<file path="src/rtl/mhpq_pkg.sv">
package mhpq_pkg;

    localparam int CAPACITY = 256;
    localparam int ADDR_W   = (CAPACITY > 1) ? $clog2(CAPACITY) : 1;
    localparam int CNT_W    = $clog2(CAPACITY + 1);
    localparam int CHILD_W  = ADDR_W + 2;
    localparam int DATA_W   = 32;
    localparam int COUNT_W  = 9;

    localparam logic REQ_PUSH = 1'b0;
    localparam logic REQ_POP  = 1'b1;

    typedef enum logic [1:0] {
        STATUS_OK        = 2'd0,
        STATUS_POP_EMPTY = 2'd1,
        STATUS_PUSH_FULL = 2'd2
    } status_t;

    typedef enum logic [2:0] {
        ST_IDLE,
        ST_UP_CMP,
        ST_DN_LOAD,
        ST_DN_CMP,
        ST_RESP
    } ctrl_state_t;

    typedef struct packed {
        logic accept;
        logic up_step;
        logic dn_load;
        logic dn_step;
        logic resp_load;
    } dp_cmd_t;

    typedef struct packed {
        logic go_up;
        logic go_dn;
        logic up_last;
        logic dn_last;
        logic out_busy;
    } dp_status_t;

endpackage

</file>
<file path="src/rtl/mhpq_ctrl.sv">
module mhpq_ctrl
    import mhpq_pkg::*;
(
    input  logic       clk,
    input  logic       rst_n,
    input  logic       req_valid,
    output logic       req_stall,
    input  dp_status_t dp_status,
    output dp_cmd_t    dp_cmd
);

    ctrl_state_t state_reg;
    ctrl_state_t state_next;

    always_ff @(posedge clk or negedge rst_n)
    begin
        if (!rst_n)
        begin
            state_reg <= ST_IDLE;
        end
        else
        begin
            state_reg <= state_next;
        end
    end

    always_comb
    begin
        state_next = state_reg;
        dp_cmd     = '0;
        req_stall  = 1'b1;
        unique case (state_reg)
            ST_IDLE:
            begin
                req_stall = 1'b0;
                if (req_valid)
                begin
                    dp_cmd.accept = 1'b1;
                    priority if (dp_status.go_up)
                    begin
                        state_next = ST_UP_CMP;
                    end
                    else if (dp_status.go_dn)
                    begin
                        state_next = ST_DN_LOAD;
                    end
                    else
                    begin
                        state_next = ST_RESP;
                    end
                end
            end
            ST_UP_CMP:
            begin
                dp_cmd.up_step = 1'b1;
                if (dp_status.up_last)
                begin
                    state_next = ST_RESP;
                end
            end
            ST_DN_LOAD:
            begin
                dp_cmd.dn_load = 1'b1;
                state_next     = ST_DN_CMP;
            end
            ST_DN_CMP:
            begin
                dp_cmd.dn_step = 1'b1;
                if (dp_status.dn_last)
                begin
                    state_next = ST_RESP;
                end
            end
            ST_RESP:
            begin
                if (!dp_status.out_busy)
                begin
                    dp_cmd.resp_load = 1'b1;
                    state_next       = ST_IDLE;
                end
            end
            default:
            begin
                state_next = ST_IDLE;
            end
        endcase
    end

endmodule

</file>
<file path="config.mk">
export PLATFORM = sky130hd
export DESIGN_NAME = mhpq_ctrl
export DESIGN_NICKNAME = d
export VERILOG_FILES = /design/src/rtl/mhpq_pkg.sv /design/src/rtl/mhpq_ctrl.sv
export SDC_FILE = /design/constraint.sdc
export NUM_CORES = 1
export LEC_CHECK = 0
export ABC_AREA = 0
export BUFFER_PORTS_ARGS = -buffer_cell sky130_fd_sc_hd__buf_2
export CAP_MARGIN = 25
export CORE_AREA = 2 2 39 41
export CTS_BUF_LIST = sky130_fd_sc_hd__clkbuf_8
export CTS_CLUSTER_DIAMETER = 60
export DETAILED_ROUTE_END_ITERATION = 8
export DIE_AREA = 0 0 41 43
export GPL_ROUTABILITY_DRIVEN = 0
export SLEW_MARGIN = 20
export SYNTH_ARGS = -nofsm -noshare
export SYNTH_HDL_FRONTEND = slang
export SYNTH_SLANG_ARGS = --single-unit
</file>
<file path="constraint.sdc">
create_clock -name clk -period 3.5 [get_ports clk]
set_clock_uncertainty 0.2 [all_clocks]
set_input_delay 0.7 -clock clk [delete_from_list [all_inputs] [get_ports clk]]
set_output_delay 0.7 -clock clk [all_outputs]
set_load 0.01 [all_outputs]
</file>
==> results.yml <==
synthesis:
  avgSynthCellArea_sq_um: 9.14
  yosys.area.top_type: "dfrtp_1"
  synthTopCellsByArea: "dfrtp_1 (32%), nor4b_2 (6.3%), o31ai_1 (6.3%)"
  synth_nets: 34
  yosys-top-cells-count: "dfrtp_1 (3), inv_1 (3), nor2_1 (3), a21oi_1 (2), o31ai_1 (2)"
  yosys.area.top_type_share: 0.316
  synth_edf_count: 0
  synth_seq_cells: 3
  synth-warning-count: 0
  syn_area_sq_um: 238
  synth_seq_area_share: 0.316
  synthArstFlopShare: 1.00
  synth_cells: 26
  synth_cell_types: 18
  ys.flop_type: "dfrtp_1"
setup_path:
  slowest_delay_ns: 0.49
  reg2reg_slack_ns: 2.14
  crit_buf_inv: 1
  worstSetupPathType: "register to primary output"
  r2r_start: "state_reg[2]"
  crit_path_start: "state_reg[1]"
  critPathSlowestCell: "dfrtp_1"
  critPathTopFamily: "simple AND/OR/NAND/NOR gates"
  crit_chain: "or3_4 > nor2_2 > buf_2"
  cp_max_fo: 10
  crit_path_end_kind: "primary output"
  start_kind: "register"
  cp.arrival_ns: 1.33
  worst_ep_required_time_ns: 2.60
cts:
  clock_path_buffers: 2
  postCtsResizedCells: 0
  cts_tree: "yes"
  cts_buffers: 3
  clk_pin_slew_ns: 0.03
  clkSinkCount: 3
  htree_levels: 1
  cts_hold_buffers: 0
  post-cts-setup-buffer-count: 0
  clock_latency_ns: 0.22
  root_buffer: "clkbuf_8"
route:
  drt_iter0_drc: 2
  dr.pass1.iters: 2
  via_per_inst: 4.21
  vias: 240
  antenna_left: 0
  routedWlPerCell_microns: 9.86
  finalWirelength_microns: 562
  route.detailed.drc: 0
final_layout:
  regArea_sq_um: 75.1
  syn_to_final_growth_pct: 46.8
  final_nets: 50
  multiInputGateArea_sq_um: 133
  final_layout_size_suffix_gt1_frac: 0.488
  fillers: 147
  largest_reg_flops: 3
  antenna_cells: 0
placed_design:
  pre_cts_slack_ns: 1.44
  dp_hpwl_microns: 406
  port_buffers: 13
power:
  finalPower_mw: 0.284
  p_per_area_mw_per_mm2: 815
  power_leakage_nw: 0.178
  irDropWorstVdd_uv: 153
global_routing:
  grt.overflow.total: 0
  grt_usage: 0.0756
  grt_pass1_vias: 231
  grt_pass1_wl_microns: 897
  antenna_found_initial: 0
  grt_max_degree: 11
sta:
  relSlewSlack: 0.771
  finalSetupViolCount: 0
  setup-tns-final_ns: 0
  hold_viol: 0
  rsz0062_at_grt: "false"
  tightest_slew_ns: 0.344
  whs_ns: 0.0702
  fmax_ghz: 0.449
  fin_crit_ns: 2.23
  period_share: 0.636
  slew_viol_final: 0
  setup_ws_ns: 1.27
floorplan:
  die_y_microns: 43
  ios: 14
  die_x_microns: 41
  start_util: 0.172
  rows: 14
  core_sq_mm: 0.00138
  die_area_sq_mm: 0.00176
hold_path:
  hold_class: "primary input to async pin"
flow_run:
  maxCapViolCount: 0
outcome:
  status: "finished, final reports clean"
## worst register-to-register path, delay by kind of cell, from the launching register on
family             cells  cell delay [ns]
and+or+nand+nor        1             0.18
DFF                    1             0.45
AOI/OAI and AO/OA      2             0.40
## through the flow
step | cell area (sq um) | cells | util
2_1_floorplan | 238 | 26 | -
3_3_place_gp | 304 | 53 | 0.220
3_5_place_dp | 304 | 53 | 0.220
4_1_cts | 349 | 57 | 0.252
5_1_grt | 349 | 57 | 0.252
6_report | 349 | 57 | 0.252
## final cells by class
type	instances	share of cell area
clock inverter	1	0.0108
timing repair buffer	13	0.186
inverter	3	0.0323
sequential	3	0.215
clock buffer	3	0.118
multi-input combinational	18	0.380
tap	16	0.0573
## cells in the final DEF, fill, tap and decap left out
| master | count |
|---|---|
| a211o_1 | 1 |
| a21oi_1 | 2 |
| buf_2 | 13 |
| clkbuf_8 | 3 |
| dfrtp_1 | 3 |
| inv_1 | 4 |
| nand2_1 | 1 |
| nand2b_4 | 1 |
| nor2_1 | 3 |
| nor2_2 | 1 |
| nor2b_1 | 1 |
| nor3_1 | 1 |
| nor4_1 | 1 |
| nor4b_2 | 1 |
| nor4bb_1 | 1 |
| o311a_1 | 1 |
| o31ai_1 | 2 |
| or3_4 | 1 |
## cell families (layout without fill, tap and decap cells)
logic type | after synthesis | count (layout) | share of synthesized area
buffers and inverters | 5 | 20 | 0.126
flip-flops | 3 | 3 | 0.316
AO/OA/AOI/OAI | 6 | 6 | 0.184
AND/OR/NAND/NOR | 12 | 12 | 0.374
## worst paths after layout
| kind | cells after the start | end |
|---|---|---|
| max | 3 | dp_cmd[4] |
| min reg2reg | 1 | state_reg[1] |
| max reg2reg | 3 | state_reg[2] |
| min in group clk | 1 | state_reg[1] |
| max in group asynchronous | 1 | state_reg[1] |
| min | 1 | state_reg[0] |
## layer usage
| layer | GRT usage | routed length [microns] | up-vias |
|---|---|---|---|
| li1 | - | - | 123 |
| met3 | 0 | 33 | 2 |
| met1 | 0.101 | 248 | 107 |
| met4 | 0.0800 | 15 | 0 |
| met2 | 0.100 | 264 | 8 |
| met5 | 0 | 0 | - |
## power by group
part / switching (mW) / internal [mW]
Sequential: 0.0352 / 0.0482
Clock: 0.0232 / 0.0747
Combinational: 0.0436 / 0.0596
Total: 0.102 / 0.182
Note: power is estimated with default switching activity, not from simulation.
